## src/hdl/bpmd_pkg.sv

```systemverilog
// Shared types and constants for the balance PID motor drive.
`timescale 1ns / 1ps
package bpmd_pkg;

  // Defaults for the top-level parameters
  localparam int DUTY_BITS_DEF      = 10;
  localparam int FALL_LIMIT_DEG_DEF = 45;

  // Milliseconds per second, used to turn period_ms into dt
  localparam int MS_PER_SECOND = 1000;

  // Register index codes on the configuration port
  localparam logic [3:0] REG_PROP_GAIN    = 4'd0;
  localparam logic [3:0] REG_INTEG_GAIN   = 4'd1;
  localparam logic [3:0] REG_DERIV_GAIN   = 4'd2;
  localparam logic [3:0] REG_SPEED_FACTOR = 4'd3;
  localparam logic [3:0] REG_TARGET_ANGLE = 4'd4;
  localparam logic [3:0] REG_MIN_DUTY     = 4'd5;
  localparam logic [3:0] REG_MAX_OUTPUT   = 4'd6;
  localparam logic [3:0] REG_PERIOD_MS    = 4'd7;

  // Register reset values
  localparam logic [17:0]        PROP_GAIN_RST    = 18'd22528;
  localparam logic [17:0]        INTEG_GAIN_RST   = 18'd13568;
  localparam logic [17:0]        DERIV_GAIN_RST   = 18'd166;
  localparam logic [8:0]         SPEED_FACTOR_RST = 9'd218;
  localparam logic signed [15:0] TARGET_ANGLE_RST = 16'sd1664;
  localparam logic [9:0]         MIN_DUTY_RST     = 10'd300;
  localparam logic [9:0]         MAX_OUTPUT_RST   = 10'd600;
  localparam logic [7:0]         PERIOD_MS_RST    = 8'd22;

  // Sequencer states
  typedef enum logic [3:0] {
    ST_IDLE,
    ST_IMUL1,
    ST_IMUL2,
    ST_IDIV,
    ST_IACC,
    ST_PMUL,
    ST_DMUL1,
    ST_DMUL2,
    ST_DDIV,
    ST_DSUB,
    ST_DRV,
    ST_DUTY,
    ST_FIN
  } state_t;

endpackage

```

## src/hdl/balance_pid_motor_drive.sv

```systemverilog
// Top level: bit-serial PID balance controller with clamp and motor duty.
`timescale 1ns / 1ps
// Each sample transaction (in_tuser = 0) runs through one shared shift-add
// multiplier (one multiplier bit per cycle) and one restoring divider (one
// quotient bit per cycle) in order: integral term (multiply, multiply, divide,
// then update the integrator), proportional term (multiply), derivative term
// (multiply, multiply, divide, then subtract), clamp, duty scaling (multiply)
// and the load of the output register. A sample is accepted only in the idle
// state, so the next transaction waits until the result is loaded. A clear
// transaction (in_tuser = 1) zeroes the integrator and goes straight to the
// final state, which loads an all-zero result. A result that is not taken
// stalls the last stage; a new transaction is accepted while the previous
// result still waits on the output register. Configuration writes are always
// accepted and take effect at once, also on a sample in progress.
module balance_pid_motor_drive #(
  parameter int DUTY_BITS      = bpmd_pkg::DUTY_BITS_DEF,
  parameter int FALL_LIMIT_DEG = bpmd_pkg::FALL_LIMIT_DEG_DEF
) (
  input  logic                                  clk,
  input  logic                                  rst_n,
  input  logic                                  in_tvalid,
  output logic                                  in_tready,
  input  logic [15:0]                           in_tdata,   // tilt
  input  logic [0:0]                            in_tuser,   // cmd
  output logic                                  out_tvalid,
  input  logic                                  out_tready,
  // drive[10:0], reverse, duty[DUTY_BITS-1:0], fallen, zero pad
  output logic [((13 + DUTY_BITS + 7) / 8) * 8 - 1:0] out_tdata,
  input  logic                                  cfg_valid,
  output logic                                  cfg_ready,
  input  logic [3:0]                            cfg_index,
  input  logic [17:0]                           cfg_data
);
  import bpmd_pkg::*;

  localparam int OUT_W = ((13 + DUTY_BITS + 7) / 8) * 8;
  localparam logic [31:0] DUTY_MAX = 32'((64'd1 << DUTY_BITS) - 64'd1);
  localparam logic signed [16:0] FALL_Q = 17'(FALL_LIMIT_DEG * 256);
  localparam logic [17:0] MS_K = 18'(MS_PER_SECOND);

  // Configuration registers
  logic [17:0]        kp_r, ki_r, kd_r;
  logic [8:0]         sf_r;
  logic signed [15:0] target_r;
  logic [9:0]         min_duty_r, max_out_r;
  logic [7:0]         period_r;

  // Controller state
  logic signed [26:0] integ_r;
  logic signed [15:0] last_tilt_r;

  // Sequencer and serial datapath
  state_t             state_r, state_nxt;
  logic [5:0]         cnt_r;
  logic [44:0]        acc_r, mc_r;
  logic [17:0]        mp_r;
  logic [9:0]         rem_r, dvs_r;
  logic [16:0]        err_mag_r, diff_mag_r;
  logic               err_neg_r, diff_neg_r, fallen_r, clr_r;
  logic signed [47:0] sum_r;
  logic [10:0]        drive_r;
  logic               rev_r;

  // Output register
  logic               out_valid_r;
  logic [OUT_W-1:0]   out_data_r;

  logic               in_acc, cnt_last, fin_go;
  logic [7:0]         per_eff;
  logic signed [15:0] tilt;
  logic signed [16:0] err_s, diff_s;
  logic [44:0]        mul_add;
  logic [10:0]        div_try, div_sub;
  logic               div_ge;
  logic signed [34:0] inc_s, isum_s, ilim_s;
  logic signed [26:0] integ_cl;
  logic signed [47:0] p_s, d_s;
  logic [47:0]        sum_abs;
  logic [30:0]        q16;
  logic [9:0]         drv_mag, v_mag;
  logic [10:0]        scaled;
  logic [DUTY_BITS-1:0] duty_v;

  // Handshake and ports
  always_comb begin
    in_tready  = (state_r == ST_IDLE);
    in_acc     = in_tvalid && in_tready;
    fin_go     = !out_valid_r || out_tready;
    cnt_last   = (cnt_r == 6'd0);
    cfg_ready  = 1'b1;
    out_tvalid = out_valid_r;
    out_tdata  = out_data_r;
  end

  // Operand preparation
  always_comb begin
    per_eff = (period_r == 8'd0) ? 8'd1 : period_r;
    tilt    = $signed(in_tdata);
    err_s   = 17'(target_r) - 17'(tilt);
    diff_s  = 17'(tilt) - 17'(last_tilt_r);
  end

  // Serial multiply step and restoring divide step
  always_comb begin
    mul_add = acc_r + (mp_r[0] ? mc_r : 45'd0);
    div_try = {rem_r, acc_r[44]};
    div_ge  = (div_try >= {1'b0, dvs_r});
    div_sub = div_try - {1'b0, dvs_r};
  end

  // Integral update with clamp
  always_comb begin
    inc_s  = err_neg_r ? -$signed({1'b0, acc_r[33:0]}) : $signed({1'b0, acc_r[33:0]});
    isum_s = 35'(integ_r) + inc_s;
    ilim_s = $signed({9'd0, max_out_r, 16'd0});
    priority if (isum_s > ilim_s) begin
      integ_cl = 27'(ilim_s);
    end else if (isum_s < -ilim_s) begin
      integ_cl = 27'(-ilim_s);
    end else begin
      integ_cl = 27'(isum_s);
    end
  end

  // Term signs, output truncation and clamp, duty saturation
  always_comb begin
    p_s     = $signed({13'd0, mul_add[34:0]});
    if (err_neg_r) begin
      p_s = -p_s;
    end
    d_s     = $signed({3'd0, acc_r});
    if (diff_neg_r) begin
      d_s = -d_s;
    end
    sum_abs = sum_r[47] ? 48'(-sum_r) : 48'(sum_r);
    q16     = sum_abs[46:16];
    drv_mag = (q16 > 31'(max_out_r)) ? max_out_r : q16[9:0];
    v_mag   = (drv_mag > min_duty_r) ? drv_mag : min_duty_r;
    scaled  = acc_r[18:8];
    duty_v  = (32'(scaled) > DUTY_MAX) ? '1 : DUTY_BITS'(scaled);
  end

  // Next state
  always_comb begin
    state_nxt = state_r;
    unique case (state_r)
      ST_IDLE:  if (in_acc) state_nxt = in_tuser[0] ? ST_FIN : ST_IMUL1;
      ST_IMUL1: if (cnt_last) state_nxt = ST_IMUL2;
      ST_IMUL2: if (cnt_last) state_nxt = ST_IDIV;
      ST_IDIV:  if (cnt_last) state_nxt = ST_IACC;
      ST_IACC:  state_nxt = ST_PMUL;
      ST_PMUL:  if (cnt_last) state_nxt = ST_DMUL1;
      ST_DMUL1: if (cnt_last) state_nxt = ST_DMUL2;
      ST_DMUL2: if (cnt_last) state_nxt = ST_DDIV;
      ST_DDIV:  if (cnt_last) state_nxt = ST_DSUB;
      ST_DSUB:  state_nxt = ST_DRV;
      ST_DRV:   state_nxt = ST_DUTY;
      ST_DUTY:  if (cnt_last) state_nxt = ST_FIN;
      ST_FIN:   if (fin_go) state_nxt = ST_IDLE;
      default:  state_nxt = ST_IDLE;
    endcase
  end

  // Control registers: state, configuration, controller state, output valid
  always_ff @(posedge clk) begin
    if (!rst_n) begin
      state_r     <= ST_IDLE;
      kp_r        <= PROP_GAIN_RST;
      ki_r        <= INTEG_GAIN_RST;
      kd_r        <= DERIV_GAIN_RST;
      sf_r        <= SPEED_FACTOR_RST;
      target_r    <= TARGET_ANGLE_RST;
      min_duty_r  <= MIN_DUTY_RST;
      max_out_r   <= MAX_OUTPUT_RST;
      period_r    <= PERIOD_MS_RST;
      integ_r     <= '0;
      last_tilt_r <= '0;
      out_valid_r <= 1'b0;
    end else begin
      state_r <= state_nxt;
      // take configuration writes
      if (cfg_valid && cfg_ready) begin
        unique case (cfg_index)
          REG_PROP_GAIN:    kp_r       <= cfg_data;
          REG_INTEG_GAIN:   ki_r       <= cfg_data;
          REG_DERIV_GAIN:   kd_r       <= cfg_data;
          REG_SPEED_FACTOR: sf_r       <= cfg_data[8:0];
          REG_TARGET_ANGLE: target_r   <= $signed(cfg_data[15:0]);
          REG_MIN_DUTY:     min_duty_r <= cfg_data[9:0];
          REG_MAX_OUTPUT:   max_out_r  <= cfg_data[9:0];
          REG_PERIOD_MS:    period_r   <= cfg_data[7:0];
          default: ;
        endcase
      end
      // clear or advance the controller state
      if (in_acc && in_tuser[0]) begin
        integ_r <= '0;
      end else if (in_acc) begin
        last_tilt_r <= tilt;
      end else if (state_r == ST_IACC) begin
        integ_r <= integ_cl;
      end
      // hold the result until taken
      if (state_r == ST_FIN && fin_go) begin
        out_valid_r <= 1'b1;
      end else if (out_tready) begin
        out_valid_r <= 1'b0;
      end
    end
  end

  // Serial datapath
  always_ff @(posedge clk) begin
    unique case (state_r)
      ST_IDLE: begin
        if (in_acc) begin
          clr_r      <= in_tuser[0];
          err_neg_r  <= err_s[16];
          err_mag_r  <= err_s[16] ? 17'(-err_s) : 17'(err_s);
          diff_neg_r <= diff_s[16];
          diff_mag_r <= diff_s[16] ? 17'(-diff_s) : 17'(diff_s);
          fallen_r   <= (17'(tilt) > FALL_Q) || (17'(tilt) < -FALL_Q);
          acc_r      <= '0;
          mc_r       <= 45'(err_s[16] ? 17'(-err_s) : 17'(err_s));
          mp_r       <= ki_r;
          cnt_r      <= 6'd17;
        end
      end
      ST_IMUL1, ST_IMUL2, ST_PMUL, ST_DMUL1, ST_DMUL2, ST_DUTY: begin
        if (!cnt_last) begin
          // advance one multiplier bit
          acc_r <= mul_add;
          mc_r  <= {mc_r[43:0], 1'b0};
          mp_r  <= {1'b0, mp_r[17:1]};
          cnt_r <= cnt_r - 6'd1;
        end else begin
          unique case (state_r)
            ST_IMUL1: begin
              acc_r <= '0;
              mc_r  <= mul_add;
              mp_r  <= 18'(per_eff);
              cnt_r <= 6'd7;
            end
            ST_IMUL2: begin
              acc_r <= mul_add;
              rem_r <= '0;
              dvs_r <= MS_K[9:0];
              cnt_r <= 6'd44;
            end
            ST_PMUL: begin
              sum_r <= p_s + 48'(integ_r);
              acc_r <= '0;
              mc_r  <= 45'(diff_mag_r);
              mp_r  <= kd_r;
              cnt_r <= 6'd17;
            end
            ST_DMUL1: begin
              acc_r <= '0;
              mc_r  <= mul_add;
              mp_r  <= MS_K;
              cnt_r <= 6'd9;
            end
            ST_DMUL2: begin
              acc_r <= mul_add;
              rem_r <= '0;
              dvs_r <= {2'd0, per_eff};
              cnt_r <= 6'd44;
            end
            default: begin
              acc_r <= mul_add;
            end
          endcase
        end
      end
      ST_IDIV, ST_DDIV: begin
        rem_r <= div_ge ? div_sub[9:0] : div_try[9:0];
        acc_r <= {acc_r[43:0], div_ge};
        cnt_r <= cnt_r - 6'd1;
      end
      ST_IACC: begin
        acc_r <= '0;
        mc_r  <= 45'(err_mag_r);
        mp_r  <= kp_r;
        cnt_r <= 6'd17;
      end
      ST_DSUB: begin
        sum_r <= sum_r - d_s;
      end
      ST_DRV: begin
        drive_r <= sum_r[47] ? 11'(-{1'b0, drv_mag}) : {1'b0, drv_mag};
        rev_r   <= sum_r[47] && (drv_mag != 10'd0);
        acc_r   <= '0;
        mc_r    <= 45'(v_mag);
        mp_r    <= 18'(sf_r);
        cnt_r   <= 6'd8;
      end
      ST_FIN: begin
        if (fin_go) begin
          if (clr_r) begin
            out_data_r <= '0;
          end else begin
            out_data_r <= OUT_W'({fallen_r, (fallen_r ? {DUTY_BITS{1'b0}} : duty_v),
                                  rev_r, drive_r});
          end
        end
      end
      default: ;
    endcase
  end

`ifndef SYNTHESIS
  // clear command empties the integrator
  a_clear: assert property (@(posedge clk) disable iff (!rst_n)
    (in_tvalid && in_tready && in_tuser[0]) |=> (integ_r == 27'sd0))
    else $error("integrator not cleared");

  // integrator stays within the widest clamp
  a_integ_bound: assert property (@(posedge clk) disable iff (!rst_n)
    (integ_r <= 27'sd67043328) && (integ_r >= -27'sd67043328))
    else $error("integrator out of range");

  // a fallen result never drives the motors
  a_fallen_duty: assert property (@(posedge clk) disable iff (!rst_n)
    (out_tvalid && out_tdata[12 + DUTY_BITS]) |-> (out_tdata[11 + DUTY_BITS:12] == '0))
    else $error("duty while fallen");
`endif

endmodule
```

## config.mk

```make
export PLATFORM = sky130hd
export DESIGN_NAME = balance_pid_motor_drive
export DESIGN_NICKNAME = d
export VERILOG_FILES = /design/src/hdl/bpmd_pkg.sv /design/src/hdl/balance_pid_motor_drive.sv
export SDC_FILE = /design/constraint.sdc
export NUM_CORES = 1
export LEC_CHECK = 0
export BUFFER_PORTS_ARGS = -buffer_cell sky130_fd_sc_hd__buf_2
export CAP_MARGIN = 40
export CORE_MARGIN = 2
export CORE_UTILIZATION = 35
export DETAILED_ROUTE_END_ITERATION = 16
export GPL_TIMING_DRIVEN = 0
export PLACE_DENSITY_LB_ADDON = 0.1
export SYNTH_ARGS = -nofsm -noshare
export SYNTH_HDL_FRONTEND = slang
export SYNTH_SLANG_ARGS = --single-unit
```

## constraint.sdc

```tcl
create_clock -name clk -period 16.3 [get_ports clk]
set_input_delay 3.26 -clock clk [delete_from_list [all_inputs] [get_ports clk]]
set_output_delay 3.26 -clock clk [all_outputs]
set_load 0.01 [all_outputs]
```

Word-level counts from Yosys, hierarchy flattened

Index checks and enable logic that the tools add are counted.
W data, S select, Z words.

Input port bits: 44
Register bits after elaboration: 411

Muxes and demuxes: 53
Eq/ne operators: 35
Magnitude comparators: 8
Reductions and logical operators: 47
Bitwise gates (word level): 3
$add $sub $neg: 16

Operators by type and width:

| kind             | number |
|---|---|
| $pmux W45 S4     | 2 |
| $mux W45         | 7 |
| $mux W48         | 4 |
| $pmux W48 S2     | 1 |
| $pmux W45 S2     | 1 |
| $pmux W18 S4     | 1 |
| $mux W10         | 7 |
| $mux W27         | 2 |
| $pmux W18 S3     | 1 |
| $pmux W4 S13     | 1 |
| $add A48 B27 Y48 | 1 |
| $neg A35 Y48     | 1 |
| $neg A45 Y48     | 1 |
| $sub A48 B48 Y48 | 1 |
| $mux W47         | 1 |
| $neg A47 Y47     | 1 |
| $add A45 B45 Y45 | 1 |
| $mux W4          | 11 |
| $pmux W10 S2     | 2 |
| $mux W18         | 2 |
| $add A27 B35 Y35 | 1 |
| $gt A35 B27 Y1   | 1 |
| $lt A35 B35 Y1   | 1 |
| $mux W35         | 1 |
| other kinds (45) | 109 |

Logic depth before layout (Yosys ltp)

Gate-level depths: netlist (run 1).

Depth after elaboration: 8
Gate-level depth with buffers: 29

Worst setup path after synthesis (run 1)

Ideal clock, no wire load.

Path kind: input to register
Start point: input port in_tdata[0]
End point: register mc_r[24], data pin
Setup time: 133 ps
Path slack: 8611 ps
Cell stages on the path: 18
Path buffers: 2
Data required time: 16167 ps
Data arrival time: 7556 ps
Path through: ha_1 inv_1 fa_1 a21o_1 a21oi_1 o21bai_1 a2111oi_2 nor4_1 or4_1 nor4_1 nand4_1 or4_1 nor2_1 ha_1 and2_1 clkbuf_1 clkbuf_1 a221o_1

Longest elaborated chain between the ends: 5

Ends and longest elaborated chain:

| what                 | line                           | RTL |
|---|---|---|
| from (decl)          | balance_pid_motor_drive.sv:23  | `input logic [15:0] in_tdata,` |
| $sub A16 B16 Y17 *   | balance_pid_motor_drive.sv:99  | `err_s = 17'(target_r) - 17'(tilt);` |
| $neg A17 Y17         | balance_pid_motor_drive.sv:224 | `mc_r <= 45'(err_s[16] ? 17'(-err_s) : 17'(err_s));` |
| $mux W45 *           | balance_pid_motor_drive.sv:224 |  |
| $mux W45 *           | balance_pid_motor_drive.sv:216 | `if (in_acc) begin` |
| $pmux W45 S4 *       | balance_pid_motor_drive.sv:214 | `unique case (state_r)` |
| to (signal assigned) | balance_pid_motor_drive.sv:224 |  |
| to (signal assigned) | balance_pid_motor_drive.sv:233 | `mc_r <= {mc_r[43:0], 1'b0};` |
| to (signal assigned) | balance_pid_motor_drive.sv:240 | `mc_r <= mul_add;` |
| to (decl)            | balance_pid_motor_drive.sv:55  | `logic [44:0] acc_r, mc_r;` |

Every way passes the cells marked *; elsewhere a longest branch is shown, timed or not. The select of a mux whose other input is x is not followed.
A chain may end at the register's enable or synchronous reset.

Final worst setup path (run 1)

Start point: register acc_r[3]
End point: register integ_r[20]

Longest elaborated chain between the ends: 6
Elaborated cells between the ends (all ways): 7
Classes of those cells: add/sub (2); order compare (2); mux (3)

Ends and longest elaborated chain:

| what                   | line                           | RTL |
|---|---|---|
| from (decl)            | balance_pid_motor_drive.sv:55  |  |
| from (signal assigned) | balance_pid_motor_drive.sv:232 | `acc_r <= mul_add;` |
| from (signal assigned) | balance_pid_motor_drive.sv:245 | `acc_r <= mul_add;` |
| from (signal assigned) | balance_pid_motor_drive.sv:264 | `acc_r <= mul_add;` |
| $neg A34 Y35           | balance_pid_motor_drive.sv:113 | `inc_s = err_neg_r ? -$signed({1'b0, acc_r[33:0]}) : $signed({1'b0, acc_r[33:0]});` |
| $mux W35 *             | balance_pid_motor_drive.sv:113 |  |
| $add A27 B35 Y35 *     | balance_pid_motor_drive.sv:114 | `isum_s = 35'(integ_r) + inc_s;` |
| $lt A35 B35 Y1         | balance_pid_motor_drive.sv:118 | `end else if (isum_s < -ilim_s) begin` |
| $mux W27               | balance_pid_motor_drive.sv:118 |  |
| $mux W27 *             | balance_pid_motor_drive.sv:116 | `priority if (isum_s > ilim_s) begin` |
| to (signal assigned)   | balance_pid_motor_drive.sv:201 | `integ_r <= integ_cl;` |
| to (decl)              | balance_pid_motor_drive.sv:49  | `logic signed [26:0] integ_r;` |

Every way passes the cells marked *; elsewhere a longest branch is shown, timed or not.

==> results.sh, run 1 <==
export IMPL_status="complete, no violations"
export IMPL_max_freq_mhz=118
export IMPL_avgSynthCellArea_sq_um=8.36
export IMPL_grt_pass1_wl_mm=195
export IMPL_yosysSeqAreaShare_pct=31.1
export IMPL_tns_ns=0
export IMPL_leakagePower_nw=15.3
export IMPL_drc=0
export IMPL_first_iter_violations=2592
export IMPL_gp_congestion=0.963
export IMPL_slowest_stage="or4b_2"
export IMPL_drt_first_pass_iters=6
export IMPL_routed_wl_mm=131
export IMPL_finalSetupViolCount=0
export IMPL_num_io_pins=71
export IMPL_critPathLaunchType="flip-flop"
export IMPL_vdd_drop_max_uv=87.1
export IMPL_syn_nets=4454
export IMPL_hold_path_class="reg -> reg"
export IMPL_cts_tree="built"
export IMPL_drv_cap=0
export IMPL_synthCells=4132
export IMPL_core_area_sq_um=98100
export IMPL_rsz0062_at_grt="no"
export IMPL_yosysTopAreaCellShare_pct=22.1
export IMPL_ys_ff_latch=409
export IMPL_crit_type="reg -> reg"
export IMPL_ant_nets=0
export IMPL_initial_core_util_pct=35.2
export IMPL_drv_slew=0
export IMPL_worstPathRequired_ns=16.81
export IMPL_power_density_nw_per_um2=212
export IMPL_clkLatencyLatePin_ns=0.66
export IMPL_cp_common_cell="nand2_1"
export IMPL_max_stage_delay_ns=0.70
export IMPL_crit_family="simple AND/OR/NAND/NOR gates"
export IMPL_grtUsageTotal_pct=25.1
export IMPL_final_hold_violation_count=0
export IMPL_dp_hpwl_mm=106
export IMPL_finalClockSkew_ns=0.0268
export IMPL_viasPerCell=5.66
export IMPL_die_area_sq_um=101000
export IMPL_final_cell_mix="nand2_1 (569), ha_1 (271), a21oi_1 (270), nor2_1 (256), edfxtp_1 (254)"
export IMPL_layout_setup_ws_ns=7.81
export IMPL_multi_input_area_sq_um=22400
export IMPL_htree_levels=2
export IMPL_tightest_slew_ns=0.940
export IMPL_mostFrequentLayoutCell="nand2_1"
export IMPL_period_share_pct=52.1
export IMPL_critPathMaxFanout=10
export IMPL_min_period_ns=8.49
export IMPL_synth_top_area_cell="edfxtp_1"
export IMPL_placementRows=115
export IMPL_rrSetupSlack_ns=7.81
export IMPL_seqCellArea_sq_um=10700
export IMPL_drive_above_1_share_pct=6.41
export IMPL_post_route_util_pct=39.5
export IMPL_port_buffers=60
export IMPL_clock_path_buffers=3
export IMPL_grt_pass1_vias=30300
export IMPL_arrival_ns=9.00
export IMPL_via_count=31900
export IMPL_cts_resized_gates=0
export IMPL_wl_per_cell_microns=23.2
export IMPL_postCtsSetupRepairBufs=0
export IMPL_grt_max_degree=37
export IMPL_ctsHoldBuffers=0
export IMPL_ys_flop_type="edfxtp_1"
export IMPL_place_ws_ns=7.29
export IMPL_synth_warning_count=0
export IMPL_area_growth_synth_to_final_pct=12.2
export IMPL_fill_cells=10200
export IMPL_fp_dieH_microns=318
export IMPL_cts_made_buffers=53
export IMPL_yosys_top_cells_area="edfxtp_1 (22%), ha_1 (9.8%), dfxtp_1 (9.0%)"
export IMPL_slew_headroom_pct=36.9
export IMPL_cts_sinks=409
export IMPL_synth_distinct_cells=107
export IMPL_overflow=0
export IMPL_end_kind="flip-flop"
export IMPL_path_clk_slew_ns=0.06
export IMPL_fin_nets=4618
export IMPL_antenna_found_initial=1
export IMPL_cts_root_buf="clkbuf_16"
export IMPL_synth_edf_count=254
export IMPL_dieWidth_microns=318
export IMPL_critical_path_buf_inv_count=1
export IMPL_async_flop_share_pct=0
export IMPL_syn_area_sq_um=34600
worst reg2reg max path, cell delays in order (launching register included):
cell      delay (ns)
edfxtp_1        0.55
nor3_1          0.53
and2_1          0.28
nand2_1         0.23
or3_1           0.45
or3_1           0.42
or3_1           0.36
nand2_1         0.09
xnor2_1         0.13
ha_1            0.47
and3_1          0.25
nand2_1         0.07
or4b_2          0.70
nand3_1         0.17
nand2_1         0.11
o21ai_0         0.22
xor2_1          0.33
ha_1            0.25
and4_1          0.24
nand4_1         0.15
and4b_1         0.29
and4_1          0.21
nand4b_1        0.22
a2111o_1        0.50
o21bai_2        0.38
buf_4           0.30
mux2i_1         0.34
o21ai_0         0.12
power breakdown:
part	total, W	switching [W]	internal (W)
combinational	0.00529	0.00340	0.00189
sequential	0.00175	0.000248	0.00150
clock	0.00120	0.000502	0.000695
metrics by stage:
step	std cells	instance area, sq um	hold WS (ns)	power (W)
global placement	5479	36500	0.452	0.00691
global route	5625	38800	0.479	0.00883
detailed placement	5528	37000	0.453	0.00696
CTS	5625	38800	0.466	0.00819
floorplan	4132	34600	0.439	0.00529
finish	5626	38800	0.464	0.00824
final cells by class:
type	instances	area share, %
Buffer	205	2.12
Antenna cell	1	0.00645
Clock buffer	70	3.69
Tap cell	1287	4.15
Timing Repair Buffer	109	2.16
Inverter	182	1.76
Sequential cell	409	27.7
Clock inverter	27	0.761
Multi-Input combinational cell	3336	57.7
flip-flops by register name, summed over array words and instances, names as in the netlist, 4 cells and up:
register / count
acc_r: 45
cnt_r: 6
diff_mag_r: 17
drive_r: 11
dvs_r: 9
err_mag_r: 17
integ_r: 27
kd_r: 18
ki_r: 18
kp_r: 18
last_tilt_r: 16
max_out_r: 10
mc_r: 45
min_duty_r: 10
mp_r: 18
out_tdata: 23
period_r: 8
rem_r: 10
sf_r: 9
state_r: 4
sum_r: 48
target_r: 16
final timing paths:
| check | start | end | cells after the start |
|---|---|---|---|
| hold / removal | last_tilt_r[9] | last_tilt_r[9] | 2 |
| setup reg to reg | acc_r[3] | integ_r[20] | 27 |
| hold reg to reg | last_tilt_r[9] | last_tilt_r[9] | 2 |
| setup / recovery | acc_r[3] | integ_r[20] | 27 |
Yosys cell counts, drive strengths merged, types with 30 or more instances:
| library cell | n |
|---|---|
| a211oi | 50 |
| a21boi | 90 |
| buf | 36 |
| o31ai | 42 |
| o21ai | 270 |
| o21a | 47 |
| a22o | 36 |
| o21bai | 30 |
| nand2 | 569 |
| or3 | 50 |
| edfxtp | 254 |
| ha | 271 |
| a31oi | 38 |
| a21oi | 280 |
| xnor2 | 205 |
| nor2 | 257 |
| nor3 | 76 |
| xor2 | 123 |
| nand2b | 34 |
| a21o | 112 |
| nor2b | 58 |
| dfxtp | 155 |
| and2 | 68 |
| o211ai | 40 |
| nand4 | 47 |
| mux2i | 47 |
| inv | 181 |
| nor4 | 40 |
| nand3 | 106 |
| clkbuf | 169 |
logic make-up (layout without fill, tap and decap cells):
group | count (synthesis) | count (layout) | synth area share [%]
other cells | 2 | 3 | 0.0217
fa+ha+maj | 279 | 279 | 10.2
mux | 61 | 61 | 1.82
compound gates | 1253 | 1253 | 24.6
buf+inv | 387 | 593 | 4.36
xor+xnor | 329 | 329 | 8.38
flops | 409 | 409 | 31.1
simple gates | 1412 | 1412 | 19.5
routing by layer:
| layer | vias to the layer above | track usage [%] | routed length [microns] |
|---|---|---|---|
| met5 | - | 0 | 13 |
| met3 | 197 | 2.62 | 6530 |
| met2 | 916 | 40.2 | 58200 |
| met1 | 15200 | 34.3 | 60200 |
| li1 | 15500 | - | - |
| met4 | 2 | 10.5 | 5850 |
(Power assumes the default switching activity.)
==> inputs of run 2 (changes only) <==
- ABC_AREA: not set -> 1
- clock period: 16.3 -> 7.7 ns (I/O delays scaled with it)
==> results.sh, run 2 <==
export IMPL_drive_above_1_share_pct=6.53
export IMPL_finalClockSkew_ns=0.0758
export IMPL_viasPerCell=5.31
export IMPL_final_cell_mix="nand2_1 (1137), inv_1 (691), nor2_1 (577), a21oi_1 (470), o21ai_0 (462)"
export IMPL_grt_pass1_vias=34000
export IMPL_yosysTopAreaCellShare_pct=21.1
export IMPL_clkLatencyLatePin_ns=0.68
export IMPL_cts_sinks=409
export IMPL_cts_tree="built"
export IMPL_cp_common_cell="nand2_1"
export IMPL_worstPathRequired_ns=8.10
export IMPL_ys_flop_type="edfxtp_1"
export IMPL_first_iter_violations=3115
export IMPL_drv_slew=0
export IMPL_grt_pass1_wl_mm=212
export IMPL_slew_headroom_pct=37.0
export IMPL_async_flop_share_pct=0
export IMPL_ys_ff_latch=409
export IMPL_synth_commonest_cells="nand2_1 (1137), inv_1 (692), nor2_1 (578), a21oi_1 (471), o21ai_0 (462)"
export IMPL_synth_fa_ha_area_share_pct=9.78
export IMPL_avgSynthCellArea_sq_um=6.91
export IMPL_core_area_sq_um=102000
export IMPL_dieWidth_microns=325
export IMPL_yosysSeqAreaShare_pct=29.7
export IMPL_placed_cells=6695
export IMPL_initial_core_util_pct=35.4
export IMPL_antenna_found_initial=0
export IMPL_die_area_sq_um=106000
export IMPL_synth_edf_count=254
export IMPL_yosysMostFrequentCell="nand2_1"
export IMPL_arrival_ns=7.40
export IMPL_drt_first_pass_iters=6
export IMPL_synth_compound_area_share_pct=19.3
export IMPL_power_w=0.0187
export IMPL_yosys_area_share_simple_pct=26.3
export IMPL_htree_levels=2
export IMPL_via_count=36100
export IMPL_routed_wl_mm=143
export IMPL_r2r_start="mp_r[0]"
export IMPL_mostFrequentLayoutCell="nand2_1"
export IMPL_ctsHoldBuffers=0
export IMPL_synth_top_family_by_area="simple AND/OR/NAND/NOR gates"
export IMPL_hold_path_startpoint="kp_r[10]"
export IMPL_dp_hpwl_mm=118
export IMPL_gp_congestion=0.954
export IMPL_postCtsSetupRepairBufs=0
export IMPL_clock_path_buffers=3
export IMPL_max_stage_delay_ns=0.63
export IMPL_max_freq_mhz=143
export IMPL_cts_root_buf="clkbuf_16"
export IMPL_synth_top_area_cell="edfxtp_1"
export IMPL_synthXorXnorAreaFrac_pct=5.89
export IMPL_startpoint="mp_r[0]"
export IMPL_critPathMaxFanout=10
export IMPL_largest_reg_flops=48
export IMPL_min_period_ns=7.00
export IMPL_period_share_pct=90.9
export IMPL_status="complete, no violations"
export IMPL_num_io_pins=71
export IMPL_tightest_slew_ns=0.942
export IMPL_power_density_nw_per_um2=464
export IMPL_placementRows=117
export IMPL_grtUsageTotal_pct=26.3
export IMPL_top_regs="sum_r: 48 flops, acc_r: 45 flops, mc_r: 45 flops"
export IMPL_layout_cells_non_filler=6793
export IMPL_ant_nets=0
export IMPL_slowest_stage="a221oi_1"
export IMPL_yosys_top_cells_area="edfxtp_1 (21%), nand2_1 (12%), ha_1 (9.4%)"
export IMPL_finalSetupViolCount=0
export IMPL_critPathLaunchType="flip-flop"
export IMPL_synth_distinct_cells=73
export IMPL_fp_dieH_microns=325
export IMPL_port_buffers=65
export IMPL_syn_area_sq_um=36100
export IMPL_hold_path_class="reg -> reg"
export IMPL_synthCells=5226
export IMPL_drv_cap=0
export IMPL_fin_nets=5703
export IMPL_crit_type="reg -> reg"
export IMPL_end_kind="flip-flop"
export IMPL_leakagePower_nw=18.3
export IMPL_rsz0062_at_grt="no"
export IMPL_wl_per_cell_microns=21.1
export IMPL_final_hold_violation_count=0
export IMPL_drc=0
export IMPL_grt_max_degree=37
export IMPL_overflow=0
export IMPL_syn_nets=5548
export IMPL_path_clk_slew_ns=0.06
export IMPL_synth_warning_count=0
export IMPL_top_register="sum_r"
export IMPL_area_growth_synth_to_final_pct=11.7
export IMPL_cts_made_buffers=52
export IMPL_cts_resized_gates=0
export IMPL_vdd_drop_max_uv=233
export IMPL_muxShareOfSynthArea_pct=0
==> run 2: cell type report <==
type                       count  area [sq um]
sequential                   409         10700
buffer                       136           551
fill                       11000         61700
clock buffer                  66          1450
inverter                     718          2700
tap                         1368          1710
multi-input combinational   3963         22200
timing repair buffer         101           694
antenna                        1          2.50
clock inverter                31           337
==> run 2: through the flow <==
step / hold WS (ns) / utilization (%) / setup TNS [ns] / cell area [sq um] / worst slack [ns]
6_report: 0.455 / 39.5 / 0 / 40300 / 0.702
5_1_grt: 0.471 / 39.5 / 0 / 40300 / 0.0437
4_1_cts: 0.455 / 39.5 / 0 / 40300 / 0.700
3_5_place_dp: 0.443 / 37.8 / 0 / 38500 / 0.746
3_3_place_gp: 0.439 / 37.4 / -10.17 / 38100 / -0.236
2_1_floorplan: 0.425 / - / 0 / 36100 / 2.48
==> run 2: critical path: cells and delay by family, from the launching register on <==
family,cells,cell delay (ns)
XOR/XNOR,2,0.59
buffers and inverters,7,1.26
adder cells (fa/ha/maj),3,1.04
AO/OA/AOI/OAI,6,1.65
flip-flops,1,0.33
AND/OR/NAND/NOR,12,1.81
==> run 2: metal layers <==
metal  share of wire, %  global-route usage [%]  vias to the layer above
met1                 47                    37.4                    17000
met2                 45                    42.6                     1023
met5                  0                       0                        -
li1                   -                       -                    17900
met4                2.5                    6.86                        0
met3                5.3                    2.52                      150
==> run 2: kinds of logic after synthesis <==
kind of cell,Yosys count
flip-flops,409
adder cells (fa/ha/maj),278
AO/OA/AOI/OAI,1242
buffers and inverters,854
XOR/XNOR,236
other,2
AND/OR/NAND/NOR,2205
==> run 2: power by group <==
group	switching (W)	internal, W
logic	0.00861	0.00360
registers	0.000608	0.00335
clock network	0.00108	0.00147
total	0.0103	0.00842
==> run 2: worst paths after layout <==
| path | end | slack, ns | depth (start not counted) |
|---|---|---|---|
| worst max-delay path | sum_r[40] | 0.70 | 30 |
| worst min-delay path | kp_r[10] | 0.45 | 2 |
| worst max register to register | sum_r[40] | 0.70 | 30 |
| worst min register to register | kp_r[10] | 0.45 | 2 |
